File: src/rtl/keypad_scan_debouncer_unit_macros.svh
// assertion macros for the keypad scan debouncer
// expects clk and rst_n in the scope where a macro is used
`ifndef KEYPAD_SCAN_DEBOUNCER_UNIT_MACROS_SVH
`define KEYPAD_SCAN_DEBOUNCER_UNIT_MACROS_SVH

// same-cycle implication, skipped during reset
`define KSD_ASSERT_NOW(lbl, ante, cons, msg) \
  lbl: assert property (@(posedge clk) disable iff (!rst_n) (ante) |-> (cons)) \
    else $error(msg);

// next-cycle implication, skipped during reset
`define KSD_ASSERT_NEXT(lbl, ante, cons, msg) \
  lbl: assert property (@(posedge clk) disable iff (!rst_n) (ante) |=> (cons)) \
    else $error(msg);

`endif

File: src/rtl/ksd_pkg.sv
// shared types and constants for the keypad scan debouncer
// no dependencies
package ksd_pkg;

  // key code meaning no key pressed
  localparam logic [7:0] NO_CODE = 8'hFF;
  // reset value of the stable tick setting
  localparam logic [7:0] STABLE_TICKS_RST = 8'd4;
  // lowest and highest valid key codes
  localparam logic [7:0] KEY_MIN = 8'd5;
  localparam logic [7:0] KEY_MAX = 8'd12;

  // codes per column, index is the row number
  localparam logic [7:0] COL0_CODES [4] = '{8'd5, 8'd6, 8'd7, 8'd8};
  localparam logic [7:0] COL1_CODES [4] = '{8'd12, 8'd11, 8'd10, 8'd9};

  // one scan snapshot, active-low rows
  typedef struct packed {
    logic [3:0] rows_col_zero;
    logic [3:0] rows_col_one;
  } in_req_t;

  // one debounce result
  typedef struct packed {
    logic [7:0] accepted_key;
    logic       new_key;
  } out_req_t;

  // fixed priority encode: column one over column zero, high row over low row
  function automatic logic [7:0] encode_rows(input logic [3:0] c0, input logic [3:0] c1);
    logic [7:0] code;
    code = NO_CODE;
    for (int r = 0; r < 4; r++) begin
      if (!c0[r]) code = COL0_CODES[r];
    end
    for (int r = 0; r < 4; r++) begin
      if (!c1[r]) code = COL1_CODES[r];
    end
    return code;
  endfunction

endpackage

File: src/rtl/keypad_scan_debouncer_unit.sv
// Keypad scan debouncer: each request passes the input register, then encode
// and debounce into the result register.
// Throughput one request per cycle unless out_stall holds the pipeline; set by the single debounce state update.
// Synchronous active-low reset: pipeline empty, stable ticks 4, previous code
// no key, count 0, latched key 0.
// Depends on ksd_pkg and keypad_scan_debouncer_unit_macros.svh.
`include "keypad_scan_debouncer_unit_macros.svh"

module keypad_scan_debouncer_unit (
  input  logic              clk,
  input  logic              rst_n,
  input  logic              cfg_we,
  input  logic [7:0]        cfg_wdata,
  input  logic              in_valid,
  output logic              in_stall,
  input  ksd_pkg::in_req_t  in_data,
  output logic              out_valid,
  input  logic              out_stall,
  output ksd_pkg::out_req_t out_data
);
  import ksd_pkg::*;

  logic       in_valid_r;
  in_req_t    in_r;
  logic       out_valid_r;
  out_req_t   out_r;
  logic [7:0] stable_ticks_r;
  logic [7:0] prev_code_r, prev_code_nxt;
  logic [7:0] stable_count_r, stable_count_nxt;
  logic [7:0] latched_key_r, latched_key_nxt;
  logic       fresh;
  logic [7:0] code;
  logic       advance;
  logic       hold_hit;

  // pipeline flow control
  assign advance  = !out_valid_r || !out_stall;
  assign in_stall = in_valid_r && !advance;

  // configuration register
  always_ff @(posedge clk) begin
    if (!rst_n) begin
      stable_ticks_r <= STABLE_TICKS_RST;
    end else if (cfg_we) begin
      stable_ticks_r <= cfg_wdata;
    end
  end

  // input register
  always_ff @(posedge clk) begin
    if (!rst_n) begin
      in_valid_r <= 1'b0;
    end else if (!in_stall) begin
      in_valid_r <= in_valid;
    end
  end

  always_ff @(posedge clk) begin
    if (!in_stall && in_valid) begin
      in_r <= in_data;
    end
  end

  // encode and debounce
  assign code     = encode_rows(in_r.rows_col_zero, in_r.rows_col_one);
  assign hold_hit = ({1'b0, stable_count_r} == ({1'b0, stable_ticks_r} + 9'd1));

  always_comb begin
    prev_code_nxt    = prev_code_r;
    stable_count_nxt = stable_count_r;
    latched_key_nxt  = latched_key_r;
    fresh            = 1'b0;
    priority if (code == NO_CODE) begin
      prev_code_nxt    = NO_CODE;
      stable_count_nxt = 8'd0;
    end else if (stable_count_r == 8'd0) begin
      prev_code_nxt    = code;
      stable_count_nxt = 8'd1;
    end else if (code != prev_code_r) begin
      prev_code_nxt    = NO_CODE;
      stable_count_nxt = 8'd0;
    end else if (stable_count_r == stable_ticks_r) begin
      latched_key_nxt  = code;
      fresh            = 1'b1;
      stable_count_nxt = stable_count_r + 8'd1;
    end else if (hold_hit) begin
      // already accepted for this press
    end else begin
      stable_count_nxt = stable_count_r + 8'd1;
    end
  end

  // debounce state and result register
  always_ff @(posedge clk) begin
    if (!rst_n) begin
      prev_code_r    <= NO_CODE;
      stable_count_r <= 8'd0;
      latched_key_r  <= 8'd0;
      out_valid_r    <= 1'b0;
    end else if (advance) begin
      out_valid_r <= in_valid_r;
      if (in_valid_r) begin
        prev_code_r    <= prev_code_nxt;
        stable_count_r <= stable_count_nxt;
        latched_key_r  <= latched_key_nxt;
      end
    end
  end

  always_ff @(posedge clk) begin
    if (advance && in_valid_r) begin
      out_r.accepted_key <= latched_key_nxt;
      out_r.new_key      <= fresh;
    end
  end

  assign out_valid = out_valid_r;
  assign out_data  = out_r;

  // checks
  `KSD_ASSERT_NOW(a_new_key_code, out_valid_r && out_r.new_key, (out_r.accepted_key >= KEY_MIN) && (out_r.accepted_key <= KEY_MAX), "new key with invalid code")
  `KSD_ASSERT_NEXT(a_count_after_latch, advance && in_valid_r && fresh, stable_count_r == 8'($past(stable_ticks_r) + 8'd1), "count not past threshold after latch")
  `KSD_ASSERT_NOW(a_stall_needs_item, !in_valid_r, !in_stall, "stall with empty input register")

endmodule
File: config.mk
export PLATFORM = sky130hd
export DESIGN_NAME = keypad_scan_debouncer_unit
export DESIGN_NICKNAME = d
export VERILOG_FILES = /design/src/rtl/ksd_pkg.sv /design/src/rtl/keypad_scan_debouncer_unit.sv
export VERILOG_INCLUDE_DIRS = /design/src /design/src/rtl
export SDC_FILE = /design/constraint.sdc
export NUM_CORES = 1
export LEC_CHECK = 0
export ABC_AREA = 1
export BUFFER_PORTS_ARGS = -buffer_cell sky130_fd_sc_hd__buf_2
export CAP_MARGIN = 20
export CORE_MARGIN = 2
export CORE_UTILIZATION = 40
export CTS_CLUSTER_DIAMETER = 30
export DETAILED_ROUTE_END_ITERATION = 12
export PLACE_DENSITY = 0.57
export SYNTH_ARGS = -nofsm -noshare
export SYNTH_HDL_FRONTEND = slang
export SYNTH_SLANG_ARGS = --single-unit
File: constraint.sdc
create_clock -name clk -period 4.2 [get_ports clk]
set_input_delay 0.21 -clock clk [delete_from_list [all_inputs] [get_ports clk]]
set_output_delay 0.21 -clock clk [all_outputs]
set_load 0.01 [all_outputs]
# Yosys cells after proc, flatten, opt, wreduce, memory -nomap -nowiden
# Index checks and enable logic that the tools add are counted.
# Widths: inputs -> output; s select.
# totals
ff_bits,51
latchBits,0
mem_bits_rw,0
rom_bits,0
inputBits,21
output_inout_bits,11
word_cells,52
n_memories,0
# classes
add_sub_neg,2
n_mul,0
n_div,0
order_cmp,0
n_eq_ne,5
shift,0
mux,21
n_bitwise,0
n_reduce_logical,14
# op_table
op,n
$mux 8,20
$add 8x1->9 const B,1
$eq 8x9->1,1
$add 8x1->8 const B,1
$eq 8x8->1,1
$eq 8x8->1 const B,1
$logic_not 8->1,1
$ne 8x8->1,1
$reduce_and 3->1,2
$ne 5x1->1 const B,1
$logic_not 1->1,4
$logic_and 1x1->1,3
$reduce_bool 3->1,1
$reduce_or 3->1,1
$reduce_and 2->1,1
$logic_or 1x1->1,1
$mux 1,1

# Logic depth before layout (Yosys ltp)
# logic_depth
depth_word,12
mapped_depth,14
mapped_depth_nobuf,14

# Worst setup path before layout
# Ideal clock, no wire load.
# synth_timing
path_kind,register to register
from,register stable_count_r[0]
to,"register out_r (netlist bit out_data[1]), data pin"
setup_time_ps,256
t_arrival_ps,1474
required_ps,3944
setup_slack_ps,2470
path_stages_with_launch,10
n_path_buf,1
period_less_slack_ps,1730
path_cell_list,dfxtp_1 > inv_1 > ha_1 > nand4_1 > nand2_1 > inv_1 > nand4_2 > buf_4 > nand2_2 > nand2_1
# synth_between
elab_chain_cells,5
elab_cells_between_ends,6
classes_between,1 x eq/ne; 4 x mux; 1 x reduce/logical
# synth_lines
element,line,source
"start, declared",keypad_scan_debouncer_unit.sv:29,"logic [7:0] stable_count_r, stable_count_nxt;"
"start signal, assigned",keypad_scan_debouncer_unit.sv:104,stable_count_r <= stable_count_nxt;
$eq 8x8->1,keypad_scan_debouncer_unit.sv:82,end else if (stable_count_r == stable_ticks_r) begin
$mux 8,keypad_scan_debouncer_unit.sv:82,
$mux 8,keypad_scan_debouncer_unit.sv:79,end else if (code != prev_code_r) begin
$mux 8 *,keypad_scan_debouncer_unit.sv:76,end else if (stable_count_r == 8'd0) begin
$mux 8 *,keypad_scan_debouncer_unit.sv:73,priority if (code == NO_CODE) begin
net latched_key_nxt[0],keypad_scan_debouncer_unit.sv:30,"logic [7:0] latched_key_r, latched_key_nxt;"
"end, declared",keypad_scan_debouncer_unit.sv:26,out_req_t out_r;
# Mark *: on every way through the listed nets, which the timed path passes. The rest lies on a longest branch.
# A chain may end at the register's enable or synchronous reset.

# Worst setup path after layout
# layout_timing
from,register stable_count_r[1]
to,"register out_r (netlist bit out_data[3]), data pin"
# The elaborated chain is that of the path after synthesis.

==> flow_summary_export.csv <==
group,metric,value,unit
yosys,synthDominantCellAreaShare,23.9,%
yosys,async_flop_share,0,%
clock_network,cts-htree-levels,2,
floorplan,floorplan.rows,29,
placement,gp_congestion,0.811,
yosys,synth_most_common_cell,"sky130_fd_sc_hd__nand2_1",
global_routing,overflow,0,
sta,post-route-min-period,2190,ps
hold_path,type_of_the_worst_min_delay_path,"input pin to register",
yosys,yosys.area_share.simple,35.6,%
setup_path,timing.rr.start,"stable_count_r[1]",
setup_path,crit_path_top_delay_cell,"sky130_fd_sc_hd__dfxtp_1",
clock_network,cts_tree,"yes",
yosys,synth_sequential_area_ratio,43.6,%
setup_path,path_cells,"inv_1 -> ha_1 -> nand4_1 -> nand2_1 -> inv_1 -> nand4_2 -> nand2_1 -> nand2_1",
yosys,ys_dominant_reg_cell,"sky130_fd_sc_hd__dfxtp_1",
power_and_ir_drop,switching_share,28.2,%
route,post_route_drc_violation_count,0,
floorplan,design.core.area,0.00631,mm2
global_routing,antenna_found_initial,0,
clock_network,clock_path_buffers,2,
hold_path,worst_hold_end,"in_r[1]",
clock_network,post_cts_hold_buffer_count,0,
status,status,"complete, no violations",
setup_path,rr_endpoint,"out_data[3]",
yosys,synth.lib_cells_used.distinct,34,
sta,clock_skew,9.38,ps
yosys,synthesis.yosys.warnings,0,
finish,final_net_count,403,
route,avgViaCountPerCell,4.84,
setup_path,path_common_cell,"sky130_fd_sc_hd__nand2_1",
finish,synth_to_layout_area_growth,12.0,%
sta,rsz_0062_raised_after_global_routing,"false",
global_routing,vias_in_the_first_global_route,2073,
sta,least_margin_pin_slew,673,ps
power_and_ir_drop,power.density_cell_area,319,mW/mm2
hold_path,hold-path-cell-count,1,
sta,timing_hold_violations_final,0,
finish,fin_area,0.00291,mm2
setup_path,rr_worst_depth,8,
setup_path,setup.reg_to_reg.worst_slack,2010,ps
power_and_ir_drop,power_frac_clock,30.4,%
floorplan,initial_core_util,41.1,%
setup_path,timing.critical_path.slowest_cell_delay,460,ps
power_and_ir_drop,switchingPower,261,uW
setup_path,cpLargestDelayFamily,"simple AND/OR/NAND/NOR gates",
route,routed_wl,5320,um
global_routing,grt_max_degree,22,
finish,drive_gt1_share,16.3,%
power_and_ir_drop,share_comb_of_total_power,13.6,%
sta,max_slew_margin,55.1,%
clock_network,ctsRootBufferMaster,"sky130_fd_sc_hd__clkbuf_8",
yosys,avgSynthCellArea,7.48,um2
route,post_drt_wl_per_cell,11.6,um
yosys,synth_compound_area_share,6.65,%
finish,final_core_utilization,46.0,%
yosys,synth_top_family_by_area,"simple AND/OR/NAND/NOR gates",
clock_network,numCtsBuffers,5,
yosys,synthTopCellsByCount,"sky130_fd_sc_hd__nand2_1 (84), sky130_fd_sc_hd__inv_1 (49), sky130_fd_sc_hd__nand3_1 (35), sky130_fd_sc_hd__nor2_1 (35), sky130_fd_sc_hd__dfxtp_1 (31)",
route,vias,2213,
power_and_ir_drop,seq_power_share,56.0,%
sta,finalSetupViolCount,0,
yosys,syn_nets,371,
setup_path,cp_data_arrival_time,2250,ps
placement,post-place-ws,2020,ps
floorplan,chipWidth,84.5,um
placement,place.detailed.instances,449,
global_routing,groute.usage.overall,16.2,%
route,route.antenna.remaining_nets,0,
power_and_ir_drop,cellInternalPower,666,uW
sta,final.period_utilization,52.2,%
sta,slew_violations,0,
global_routing,global_route_wire_length_before_repair,9220,um
finish,post_route_non_filler_standard_cell_count,457,
clock_network,count_of_instances_resized_after_the_clock_tree_is_built,0,
setup_path,worst-path-max-fanout,13,
clock_network,clock_insertion_delay_at_the_later_pin_of_the_skew_report,300,ps
setup_path,start_kind,"register",
sta,fin_tns_setup,0,ps
setup_path,setup.worst_path.class,"register to register",
placement,cell_area_after_placement,0.00281,mm2
route,dr.first_iter.drc_count,77,
power_and_ir_drop,leakage,0.00142,uW
yosys,netlist_area,0.00259,mm2
hold_path,worstHoldStart,"in_data[1]",
yosys,synthTopCellsByArea,"sky130_fd_sc_hd__dfxtp_1 (24%), sky130_fd_sc_hd__edfxtp_1 (20%), sky130_fd_sc_hd__nand2_1 (12%), sky130_fd_sc_hd__inv_1 (7.1%), sky130_fd_sc_hd__nand3_1 (6.8%)",
yosys,synth-edff-count,17,
floorplan,io_pins,32,
yosys,yosys.area_share.adder,1.45,%
yosys,synth_mux_area_share,0,%
yosys,synth_area_leader_cell,"sky130_fd_sc_hd__dfxtp_1",
sta,post-route-worst-setup-slack,2010,ps
placement,dp_hpwl,4060,um
clock_network,post_cts_buffers,0,
clock_network,cts.clk_slew.worst_paths,100,ps
setup_path,crit_required,4260,ps
yosys,synthCells,347,
setup_path,worst-path-buf-inv,2,
route,drtPass1Iterations,4,
finish,insertedDiodeCount,0,
yosys,ffs_latches_synth,48,
yosys,parity_gate_share_of_the_synthesized_area_counting_xor_and_xnor_cells,3.38,%
sta,max_freq,457,MHz
run,number_of_max_capacitance_violations_reported,0,
placement,buffer_ports.inserted,31,
setup_path,cp-end-kind,"register",
clock_network,tritoncts_sink_count,48,
power_and_ir_drop,vdd_ir_drop_max,0.173,mV
floorplan,dieHeight,84.5,um
floorplan,die_area,0.00715,mm2
how the worst max path moves through the flow:
stage                 startpoint  cells after the start  slack, ps               end
4_1_cts        stable_count_r[1]                      8       1990       out_data[4]
2_1_floorplan  stable_count_r[0]                      9       2470       out_data[1]
3_5_place_dp   stable_count_r[1]                      8       2020       out_data[4]
6_report       stable_count_r[1]                      8       2010       out_data[3]
5_1_grt        stable_count_r[1]                     10       1730  latched_key_r[1]
3_3_place_gp   stable_count_r[0]                      8       2010       out_data[4]
power groups by stage:
| stage | sequential [uW] | combinational [uW] | clock, uW |
|---|---|---|---|
| finish | 519 | 126 | 281 |
| global route | 522 | 146 | 314 |
| CTS | 519 | 128 | 293 |
| detailed placement | 530 | 127 | 0 |
| global placement | 530 | 127 | 0 |
| floorplan | 528 | 93.1 | 0 |
final cells by class:
| class | instances | area, um2 |
|---|---|---|
| fillers | 651 | 3410 |
| multi-input cells | 238 | 1220 |
| flip-flops and latches | 48 | 1130 |
| inverters | 54 | 203 |
| repair buffers | 32 | 163 |
| well taps | 77 | 96.3 |
| clock buffers | 5 | 68.8 |
| clock inverters | 3 | 23.8 |
metrics by stage:
stage | power [uW] | hold slack [ps]
floorplan | 621 | 309
global placement | 657 | 387
detailed placement | 657 | 388
CTS | 940 | 67.1
global route | 983 | 54.4
finish | 927 | 75.5
cell usage in the layout (no fill, tap or decap), types with 3 or more instances in the layout:
| cell | netlist | layout |
|---|---|---|
| sky130_fd_sc_hd__nand2_1 | 84 | 84 |
| sky130_fd_sc_hd__inv_1 | 49 | 49 |
| sky130_fd_sc_hd__nand3_1 | 35 | 35 |
| sky130_fd_sc_hd__nor2_1 | 35 | 35 |
| sky130_fd_sc_hd__dfxtp_1 | 31 | 31 |
| sky130_fd_sc_hd__buf_2 | 1 | 31 |
| sky130_fd_sc_hd__edfxtp_1 | 17 | 17 |
| sky130_fd_sc_hd__a21oi_1 | 15 | 15 |
| sky130_fd_sc_hd__o21ai_0 | 14 | 14 |
| sky130_fd_sc_hd__nand4_1 | 9 | 9 |
| sky130_fd_sc_hd__nor3_1 | 8 | 8 |
| sky130_fd_sc_hd__nand2_2 | 5 | 5 |
| sky130_fd_sc_hd__xor2_1 | 5 | 5 |
| sky130_fd_sc_hd__xnor2_1 | 5 | 5 |
| sky130_fd_sc_hd__clkbuf_8 | 0 | 5 |
| sky130_fd_sc_hd__inv_2 | 4 | 4 |
| sky130_fd_sc_hd__o21ai_1 | 4 | 4 |
| sky130_fd_sc_hd__ha_1 | 3 | 3 |
metal layers:
layer | up-vias | GRT usage (%) | share of wire, %
met3 | 6 | 3.74 | 3.4
met4 | 0 | 5.92 | 1.2
met2 | 34 | 28.3 | 50
li1 | 1178 | - | -
met1 | 995 | 19.3 | 46
met5 | - | 0 | 0
flip-flops by register name, indices dropped and copies added (netlist names):
| register | count |
|---|---|
| in_valid_r | 1 |
| latched_key_r | 8 |
| in_r | 8 |
| out_valid | 1 |
| prev_code_r | 5 |
| stable_ticks_r | 8 |
| stable_count_r | 8 |
| out_data | 9 |
kinds of logic after synthesis:
group / after synthesis
and+or+nand+nor: 191
buffers and inverters: 61
DFF: 48
AOI/OAI and AO/OA: 34
xor gates and xnor gates: 10
adders and majority gates: 3
Note: power is estimated with default switching activity, not from simulation.
